File: config.mk
export PLATFORM = sky130hd
export DESIGN_NAME = lehmer_ranged_random
export DESIGN_NICKNAME = d
export VERILOG_FILES = /design/src/rtl/lrr_pkg.sv /design/src/rtl/lrr_front.sv /design/src/rtl/lrr_queue.sv /design/src/rtl/lrr_back.sv /design/src/rtl/lehmer_ranged_random.sv
export SDC_FILE = /design/constraint.sdc
export NUM_CORES = 2
export LEC_CHECK = 0
export BUFFER_PORTS_ARGS = -buffer_cell sky130_fd_sc_hd__buf_2
export CAP_MARGIN = 30
export CORE_ASPECT_RATIO = 0.7
export CORE_MARGIN = 2
export CORE_UTILIZATION = 59
export CTS_BUF_LIST = sky130_fd_sc_hd__clkbuf_16
export DETAILED_ROUTE_END_ITERATION = 12
export PLACE_DENSITY = 0.84
export SLEW_MARGIN = 5
export SYNTH_ARGS = -nofsm -noshare
export SYNTH_HDL_FRONTEND = slang
export SYNTH_SLANG_ARGS = --single-unit
export TNS_END_PERCENT = 20
File: constraint.sdc
create_clock -name clock -period 7.6 [get_ports clock]
set_input_delay 0.76 -clock clock [delete_from_list [all_inputs] [get_ports clock]]
set_output_delay 0.76 -clock clock [all_outputs]
set_load 0.03 [all_outputs]
File: src/rtl/lrr_pkg.sv
// Package: shared types, constants and defaults for the ranged Lehmer generator.
`default_nettype none

package lrr_pkg;

   // Field widths
   localparam int SEED_W = 31;
   localparam int WORD_W = 32;
   localparam int MULT_W = 15;
   localparam int PROD_W = SEED_W + MULT_W;
   localparam int SCALE_W = SEED_W + WORD_W;

   // Minimal standard recurrence constants
   localparam logic [MULT_W-1:0] LcgMult = 15'd16807;
   localparam logic [SEED_W-1:0] LcgMod = 31'h7FFF_FFFF;
   localparam logic [SEED_W-1:0] SeedReset = 31'd12345678;

   // Default depth of the job queue between front and back
   localparam int QUEUE_DEPTH_DEF = 2;

   // Request payload
   typedef struct packed {
      logic signed [WORD_W-1:0] range_low;
      logic signed [WORD_W-1:0] range_high;
   } req_type;

   // Result payload
   typedef struct packed {
      logic signed [WORD_W-1:0] ranged_value;
      logic [SEED_W-1:0] unit_fraction;
   } rsp_type;

   // Ordered job handed from front to back: lower bound and span minus one
   typedef struct packed {
      logic [WORD_W-1:0] low;
      logic [WORD_W-1:0] diff;
   } job_type;

endpackage

`default_nettype wire

File: src/rtl/lrr_front.sv
// Front end: order the bounds of a request and form the span for the back end.
`default_nettype none

module lrr_front
   import lrr_pkg::*;
(
   input  var req_type req_data,
   output job_type job_data
);

   logic swap;

   // Swap reversed bounds, then take the span minus one as an unsigned word
   always_comb begin
      swap = (req_data.range_high < req_data.range_low);
      if (swap) begin
         job_data.low = req_data.range_high;
         job_data.diff = WORD_W'(req_data.range_low - req_data.range_high);
      end else begin
         job_data.low = req_data.range_low;
         job_data.diff = WORD_W'(req_data.range_high - req_data.range_low);
      end
   end

endmodule

`default_nettype wire

File: src/rtl/lrr_queue.sv
// Job queue: short FIFO between the front end and the back end, registered read.
`default_nettype none

module lrr_queue
   import lrr_pkg::*;
#(
   parameter int DEPTH = QUEUE_DEPTH_DEF
) (
   input  var logic clock,
   input  var logic reset,
   input  var logic push,
   input  var job_type push_data,
   output var logic full,
   output var logic not_empty,
   input  var logic pop,
   output job_type pop_data
);

   localparam int PTR_W = (DEPTH > 1) ? $clog2(DEPTH) : 1;
   localparam int CNT_W = $clog2(DEPTH + 1);
   localparam logic [PTR_W-1:0] LastPtr = PTR_W'(DEPTH - 1);
   localparam logic [CNT_W-1:0] FullCount = CNT_W'(DEPTH);

   job_type mem [DEPTH];
   logic [PTR_W-1:0] wr_ptr_ff, wr_ptr_in;
   logic [PTR_W-1:0] rd_ptr_ff, rd_ptr_in;
   logic [CNT_W-1:0] count_ff, count_in;
   job_type pop_data_ff;

   assign full = (count_ff == FullCount);
   assign not_empty = (count_ff != '0);
   assign pop_data = pop_data_ff;

   // Advance pointers and occupancy
   always_comb begin
      wr_ptr_in = wr_ptr_ff;
      rd_ptr_in = rd_ptr_ff;
      count_in = count_ff;
      if (push) begin
         wr_ptr_in = (wr_ptr_ff == LastPtr) ? '0 : wr_ptr_ff + 1'b1;
      end
      if (pop) begin
         rd_ptr_in = (rd_ptr_ff == LastPtr) ? '0 : rd_ptr_ff + 1'b1;
      end
      if (push && !pop) begin
         count_in = count_ff + 1'b1;
      end else if (pop && !push) begin
         count_in = count_ff - 1'b1;
      end
   end

   always_ff @(posedge clock) begin
      if (reset) begin
         wr_ptr_ff <= '0;
         rd_ptr_ff <= '0;
         count_ff <= '0;
      end else begin
         wr_ptr_ff <= wr_ptr_in;
         rd_ptr_ff <= rd_ptr_in;
         count_ff <= count_in;
      end
   end

   // Store on push, hand out the head entry on pop
   always_ff @(posedge clock) begin
      if (push) begin
         mem[wr_ptr_ff] <= push_data;
      end
      if (pop) begin
         pop_data_ff <= mem[rd_ptr_ff];
      end
   end

endmodule

`default_nettype wire

File: src/rtl/lrr_back.sv
// Back end: advance the seed, scale it into the range and hold the result.
`default_nettype none

module lrr_back
   import lrr_pkg::*;
(
   input  var logic clock,
   input  var logic reset,
   input  var logic job_ready,
   output var logic job_pop,
   input  var job_type job_data,
   input  var logic seed_load,
   input  var logic [SEED_W-1:0] seed_value,
   output var logic rsp_valid,
   input  var logic rsp_stall,
   output rsp_type rsp_data
);

   typedef enum logic [5:0] {
      ST_IDLE  = 6'b000001,
      ST_MUL   = 6'b000010,
      ST_FOLD  = 6'b000100,
      ST_SCALE = 6'b001000,
      ST_ADD   = 6'b010000,
      ST_DONE  = 6'b100000
   } state_type;

   state_type state_ff, state_in;
   logic [SEED_W-1:0] seed_ff, seed_in;
   logic [PROD_W-1:0] prod_ff, prod_in;
   logic [SCALE_W-1:0] scale_ff, scale_in;
   logic [SCALE_W-1:0] sum_ff, sum_in;
   logic rsp_valid_ff, rsp_valid_in;
   rsp_type rsp_data_ff, rsp_data_in;
   logic [SEED_W:0] fold;
   logic out_free;

   assign out_free = !rsp_valid_ff || !rsp_stall;
   assign job_pop = (state_ff == ST_IDLE) && job_ready;
   assign rsp_valid = rsp_valid_ff;
   assign rsp_data = rsp_data_ff;

   // Fold the high part of the product back in, since 2^31 is one mod 2^31-1
   assign fold = {1'b0, prod_ff[SEED_W-1:0]}
               + (SEED_W + 1)'(prod_ff[PROD_W-1:SEED_W]);

   // Sequence one job through multiply, fold, scale, add and output
   always_comb begin
      state_in = state_ff;
      seed_in = seed_ff;
      prod_in = prod_ff;
      scale_in = scale_ff;
      sum_in = sum_ff;
      rsp_valid_in = rsp_valid_ff && rsp_stall;
      rsp_data_in = rsp_data_ff;
      case (state_ff)
         ST_IDLE: begin
            if (job_ready) begin
               state_in = ST_MUL;
            end
         end
         ST_MUL: begin
            prod_in = PROD_W'(seed_ff) * PROD_W'(LcgMult);
            state_in = ST_FOLD;
         end
         ST_FOLD: begin
            if (fold >= {1'b0, LcgMod}) begin
               seed_in = SEED_W'(fold - {1'b0, LcgMod});
            end else begin
               seed_in = fold[SEED_W-1:0];
            end
            state_in = ST_SCALE;
         end
         ST_SCALE: begin
            scale_in = SCALE_W'(seed_ff) * SCALE_W'(job_data.diff);
            state_in = ST_ADD;
         end
         ST_ADD: begin
            sum_in = scale_ff + SCALE_W'(seed_ff);
            state_in = ST_DONE;
         end
         ST_DONE: begin
            if (out_free) begin
               rsp_data_in.ranged_value = job_data.low + sum_ff[SCALE_W-1:SEED_W];
               rsp_data_in.unit_fraction = seed_ff;
               rsp_valid_in = 1'b1;
               state_in = ST_IDLE;
            end
         end
         default: begin
            state_in = ST_IDLE;
         end
      endcase
      // Load the seed on a configuration transfer
      if (seed_load) begin
         seed_in = seed_value;
      end
   end

   always_ff @(posedge clock) begin
      if (reset) begin
         state_ff <= ST_IDLE;
         seed_ff <= SeedReset;
         rsp_valid_ff <= 1'b0;
      end else begin
         state_ff <= state_in;
         seed_ff <= seed_in;
         rsp_valid_ff <= rsp_valid_in;
      end
   end

   always_ff @(posedge clock) begin
      prod_ff <= prod_in;
      scale_ff <= scale_in;
      sum_ff <= sum_in;
      rsp_data_ff <= rsp_data_in;
   end

endmodule

`default_nettype wire

File: src/rtl/lehmer_ranged_random.sv
// From request transfer to result valid a job passes the queue, then pop,
//   multiply, fold, scale, add and output load, which waits while a held result
//   is stalled; the six-state back end takes one job at a time on one seed.
// Requests queue up while the back end works, so the front stalls only when full.
// Reset (synchronous): seed returns to 12345678, queue empties, no result valid.
`default_nettype none

module lehmer_ranged_random
   import lrr_pkg::*;
#(
   parameter int QUEUE_DEPTH = QUEUE_DEPTH_DEF
) (
   input  var logic clock,
   input  var logic reset,
   input  var logic req_valid,
   output var logic req_stall,
   input  var req_type req_data,
   output var logic rsp_valid,
   input  var logic rsp_stall,
   output rsp_type rsp_data,
   input  var logic csr_valid,
   output var logic csr_ready,
   input  var logic [SEED_W-1:0] csr_data
);

   job_type job_push_data;
   job_type job_pop_data;
   logic queue_full;
   logic queue_not_empty;
   logic job_pop;
   logic req_transfer;

   assign req_stall = queue_full;
   assign req_transfer = req_valid && !queue_full;
   assign csr_ready = 1'b1;

   lrr_front u_front (
      .req_data (req_data),
      .job_data (job_push_data)
   );

   lrr_queue #(
      .DEPTH (QUEUE_DEPTH)
   ) u_queue (
      .clock     (clock),
      .reset     (reset),
      .push      (req_transfer),
      .push_data (job_push_data),
      .full      (queue_full),
      .not_empty (queue_not_empty),
      .pop       (job_pop),
      .pop_data  (job_pop_data)
   );

   lrr_back u_back (
      .clock      (clock),
      .reset      (reset),
      .job_ready  (queue_not_empty),
      .job_pop    (job_pop),
      .job_data   (job_pop_data),
      .seed_load  (csr_valid && csr_ready),
      .seed_value (csr_data),
      .rsp_valid  (rsp_valid),
      .rsp_stall  (rsp_stall),
      .rsp_data   (rsp_data)
   );

endmodule

`default_nettype wire
# Word-level counts from Yosys, hierarchy flattened
# Memories as Yosys holds them, arrays and structs flattened. A register that Yosys moved wholly into a read port is not among the register bits.
# Index checks and enable logic that the tools add are counted.
dict set report op_classes {
  n_reduce_logical 16
  muxes 15
  n_lt_le_gt_ge 2
  add_sub_neg 10
  n_mul 2
  eq_ne 9
}
# cell count
set op_table {}
lappend op_table {{$mux 31} 3}
lappend op_table {{$mux 64} 1}
lappend op_table {{$sub 32x32->32} 2}
lappend op_table {{$add 63x31->63} 1}
lappend op_table {{$mul 31x32->63} 1}
lappend op_table {{$mul 31x15->46 const B} 1}
lappend op_table {{$pmux 6 s6} 1}
lappend op_table {{$add 31x15->32} 1}
lappend op_table {{$add 32x32->32} 1}
lappend op_table {{$ge 32x31->1 const B} 1}
lappend op_table {{$lt 32x32->1} 1}
lappend op_table {{$sub 31x31->31 const B} 1}
lappend op_table {{$mux 6} 2}
lappend op_table {{$eq 6x1->1 const B} 1}
lappend op_table {{$eq 6x2->1 const B} 1}
lappend op_table {{$eq 6x3->1 const B} 1}
lappend op_table {{$eq 6x4->1 const B} 1}
lappend op_table {{$eq 6x5->1 const B} 1}
lappend op_table {{$eq 6x6->1 const B} 1}
lappend op_table {{$mux 1} 6}
lappend op_table {{$reduce_bool 2->1} 3}
lappend op_table {{$logic_and 1x1->1} 5}
lappend op_table {{$logic_not 1->1} 5}
lappend op_table {{$mux 2} 2}
lappend op_table {{7 further kinds} 10}
dict set report totals {
  inputBits 100
  mem_count 1
  ramBits 128
  register_bits 277
  wordCells 66
}
# name depth width read_ports rd_ports_with_merged_regs write_ports line
set memory_table {}
lappend memory_table {u_queue.mem 2 64 1 1 1 lrr_queue.sv:24} ;# job_type mem [DEPTH];

# Depth between registers and ports, before layout
dict set report depth {
  depth_word 7
  mapped_depth 28
  depth_no_buf 27
}

# Modules after synthesis
# From an unflattened synthesis, not the netlist that was laid out.
dict set report hier_totals {
  cells_unflattened 6235
  hier_area_um2 62333.5
}
# module area_per_inst_um2 instances seq_area_each_um2 cells_per_inst
set modules_own_cells {}
lappend modules_own_cells {lrr_back 51707.1 1 6886.6 5349}
lappend modules_own_cells {lrr_queue 6741.5 1 5845.6 283}
lappend modules_own_cells {lrr_front 3860.0 1 0.0 600}
lappend modules_own_cells {lehmer_ranged_random 25.0 1 0.0 3}

# Least setup slack after synthesis
# Ideal clock, no wire load.
dict set report synth_path {
  path_kind {register to register}
  from {reg u_back.seed_ff[4]}
  to {reg u_back.scale_ff[52], data pin}
  required_time_ps 7335
  setup_ps 265
  path_stages_with_launch 27
  t_arrival_ps 7393
  path_slack_ps -58
  cell_sequence {dfxtp_1 clkbuf_1 and2_1 fa_1 fa_1 fa_1 inv_1 fa_1 inv_1 fa_1 inv_1 fa_1 inv_1 fa_1 fa_1 ha_1 a21o_1 a2111oi_0 o21ai_0 or3_1 o21ai_0 a21oi_1 o22ai_1 o21ai_1 a31oi_1 o21ai_0 xor2_1}
}
dict set report synth_via {
  elab_chain_len 1
}
# item line
set synth_lines {}
lappend synth_lines {{start: declaration} lrr_back.sv:29} ;# logic [SEED_W-1:0] seed_ff, seed_in;
lappend synth_lines {{start signal: assignment} lrr_back.sv:103} ;# seed_ff <= SeedReset;
lappend synth_lines {{start signal: assignment} lrr_back.sv:107} ;# seed_ff <= seed_in;
lappend synth_lines {{$mul 31x32->63} lrr_back.sv:75} ;# scale_in = SCALE_W'(seed_ff) * SCALE_W'(job_data.diff);
lappend synth_lines {{end signal: assignment} lrr_back.sv:114} ;# scale_ff <= scale_in;
lappend synth_lines {{end: declaration} lrr_back.sv:31} ;# logic [SCALE_W-1:0] scale_ff, scale_in;
# Every way passes these cells.
# A chain may end at the register's enable or synchronous reset.

# Final worst setup path
dict set report layout_path {
  from {reg, netlist name u_queue.pop_data[12]}
  to {reg u_back.scale_ff[61], data pin}
}
dict set report layout_via {
  elab_chain_len 1
}
# item line
set layout_lines {}
lappend layout_lines {{$mul 31x32->63} lrr_back.sv:75}
# Every way passes these cells.

==> run_results.csv <==
group,metric,value,unit
outcome,run_status,"finished with violations",
outcome,failed_checks,"setup timing",
global_routing,grt_use_total,34.0,%
placement,detailed_place_hpwl,141000,um
worst_setup_path,crit_slowest_cell,"fa_1",
die,std_cell_rows,98,
clock_tree,cts_max_level,2,
worst_setup_path,critical_path.most_common_cell,"fa_1",
worst_setup_path,timing.rr.end,"u_back.scale_ff[61]",
worst_setup_path,critical_path.endpoint_type,"flop",
cells_and_area,final_common_cell,"inv_1",
worst_setup_path,worstSetupStartpointType,"flop",
die,die_height,273,um
route,vias_per_cell,5.96,
timing,worst_clock_skew,35.3,ps
synthesis,avgSynthCellArea,10.1,um2
worst_setup_path,critical_path.reg2reg.startpoint,"u_queue.pop_data[12]",
run,maxCapViolations,0,
cells_and_area,most-common-layout-cells,"inv_1, fa_1, nand2_1",
clock_tree,tritoncts.num_buffers,47,
clock_tree,clockBufferDepth,3,
synthesis,yosys.cell_types.count,76,
route,detailroute.via_count,46548,
cells_and_area,num-nets-final,8110,
worst_setup_path,r2r.worst_path.cells,26,
hold_path,timing.hold.worst.start,"csr_data[15]",
cells_and_area,finalNonFillerCells,7814,
timing,timing_hold_violations_final,0,
clock_tree,root_buffer,"clkbuf_16",
clock_tree,clk_transition_reported_paths,70,ps
worst_setup_path,delay_of_the_slowest_critical_path_stage,580,ps
global_routing,global_route.usage.met2,51.1,%
worst_setup_path,setup.reg_to_reg.worst_slack,-300,ps
die,core_area,102000,um2
synthesis,synth_largest_area_cell,"fa_1",
hold_path,holdPathStages,3,
hold_path,hold_path.class,"in2reg",
route,antenna_violating_nets_post_route,0,
placement,finalWeightedCongestion,0.975,
timing,worst_pin_slew,1050,ps
global_routing,grt_start_max_net_pins,65,
die,die-area,106000,um2
synthesis,synth_top_area_share,32.9,%
synthesis,number_of_enable_type_register_cells_in_the_synthesized_netlist,396,
worst_setup_path,path_class,"reg2reg",
global_routing,number_of_global_route_vias_before_repair,48682,
route,drc,0,
timing,post-route-min-period,7900,ps
cells_and_area,syn2layout_area_growth,12.5,%
timing,finalSetupViolations,21,
synthesis,post_syn_area,61100,um2
worst_setup_path,worst-path-max-fanout,6,
route,drt_wl_total,178000,um
die,top_level_ports,166,
global_routing,gr-usage-met3,9.91,%
hold_path,holdPathEnd,"u_back.seed_ff[15]",
global_routing,grt_pass1_wl,278000,um
timing,maxClockFrequency,127,MHz
clock_tree,clkLatencyLatePin,650,ps
clock_tree,tritoncts_num_sinks,438,
worst_setup_path,worstPathArrival,8290,ps
synthesis,yosys_register_bits,438,
die,starting_density_of_the_core,59.6,%
timing,grt_setup_unrepaired,"true",
global_routing,gr_overflow_total,0,
route,drtIter0Drc,5228,
synthesis,synth_fp_nets,7731,
synthesis,synthFlopType,"edfxtp_1",
global_routing,met1_usage,47.8,%
global_routing,grt_antenna_before_repair,7,
synthesis,asyncSetResetFlopFracSynth,0,%
timing,period_share,104,%
route,drt_first_pass_iters,6,
global_routing,global_route.peak_usage_layer,"met2",
worst_setup_path,required_worst_endpoint,7990,ps
timing,max_slew_margin,29.7,%
cells_and_area,layout_cell_share_with_drive_strength_beyond_1,13.9,%
die,die_x,389,um
synthesis,largest_cells_by_area_after_synthesis,"fa_1, edfxtp_1, ha_1",
synthesis,synth-seq-area-share,20.8,%
clock_tree,tritoncts,"built",
placement,portBuffers,164,
timing,maxSlewViolCount,0,
route,wire_per_inst,22.8,um
clock_tree,hold_fix_buffer_count_after_cts,0,
synthesis,yosys_warnings,0,
timing,post-route-worst-setup-slack,-301,ps
placement,place.detailed.instances,7681,
synthesis,synthCells,6044,
[area by class of cell]
cell class              instances  area [um2]
inverters                    1071        4020
fillers                      7338       33700
clock buffers                  47        1180
flip-flops and latches        438       12800
well taps                    1350        1690
clock inverters                39         398
repair buffers                583        4690
multi-input cells            4282       43900
diodes                          4        10.0
[synth_stat cells, types with 11 or more instances]
master / n
nand2_1: 621
nand3_1: 67
xnor2_1: 155
a211oi_1: 23
mux2_2: 67
nor3_1: 44
inv_1: 1071
a31oi_1: 16
o21ai_0: 145
o21a_1: 29
a21oi_1: 232
and2_1: 567
nor4_1: 12
o211ai_1: 15
xor2_1: 65
nand2b_1: 20
o31ai_1: 11
a21o_1: 110
ha_1: 584
edfxtp_1: 396
o21bai_1: 40
and3_1: 37
o2111ai_1: 11
or3_1: 12
clkbuf_1: 241
nor2b_1: 19
mux2i_1: 13
dfxtp_1: 42
fa_1: 1003
nor2_1: 153
nand4_1: 35
[routing by layer]
layer,vias to the layer above,share of wire (%),routed length [um]
met1,23129,40,71000
met4,4,3.5,6240
met5,-,0.017,31
met2,2936,43,77200
met3,407,13,24000
li1,20072,-,-
[registers in the layout (all words and copies together), names as in the netlist]
register,count
u_back.state_ff,6
u_queue.wr_ptr_ff,1
u_queue.count_ff,2
u_queue.pop_data,64
u_back.rsp_data,63
u_back.scale_ff,63
u_back.rsp_valid,1
u_back.seed_ff,31
u_queue.mem,128
u_back.sum_ff,32
u_back.prod_ff,46
u_queue.rd_ptr_ff,1
[worst max path at each step]
stage,from,to,slack (ps),depth (start not counted)
CTS,u_queue.pop_data[12],u_back.scale_ff[61],-160,24
detailed placement,u_queue.pop_data[9],u_back.scale_ff[61],-840,28
floorplan,u_back.seed_ff[7],u_back.scale_ff[52],30,27
finish,u_queue.pop_data[12],u_back.scale_ff[61],-300,26
global route,u_queue.pop_data[12],u_back.scale_ff[58],-510,29
global placement,u_queue.pop_data[13],u_back.scale_ff[61],-730,26
[per-stage QoR]
stage	cell area, um2	setup TNS (ps)	util [%]	setup slack [ps]	hold slack (ps)
4_1_cts	68300	-1520	66.7	-159	374
6_report	68700	-3290	67.1	-301	397
5_1_grt	68700	-7860	67.1	-513	396
2_1_floorplan	61100	0	-	31.6	481
3_3_place_gp	66000	-9760	64.4	-725	503
3_5_place_dp	66000	-13780	64.5	-837	511
[cells by family after synthesis]
| family | count (synthesis) | synth area share, % |
|---|---|---|
| AND/OR/NAND/NOR | 1630 | 13.4 |
| XOR/XNOR | 220 | 3.16 |
| AO/OA/AOI/OAI | 764 | 8.11 |
| other | 1 | 0.00614 |
| adder cells (fa/ha/maj) | 1587 | 44.8 |
| flip-flops | 438 | 20.8 |
| multiplexers | 80 | 1.45 |
| buffers and inverters | 1324 | 8.18 |
[critical path, delay by kind of cell, from the launching register on]
family	cells	cell delay (ps)
xor gates and xnor gates	1	130
buffers and inverters	5	400
adders and majority gates	9	4400
DFF	1	550
AOI/OAI and AO/OA	7	1360
and+or+nand+nor	4	790
[timing repair]
| item | CTS | global route |
|---|---|---|
| cloned | 1 | 0 |
| setup endpoints to repair | 30 | 30 |
| buffers inserted | 30 | 12 |
| resized for setup | 110 | 87 |
| pin swaps | 78 | 59 |
Power is left out: the tool's default activity adds up to more than one toggle a clock period on the data nets, which glitch-free logic cannot reach.
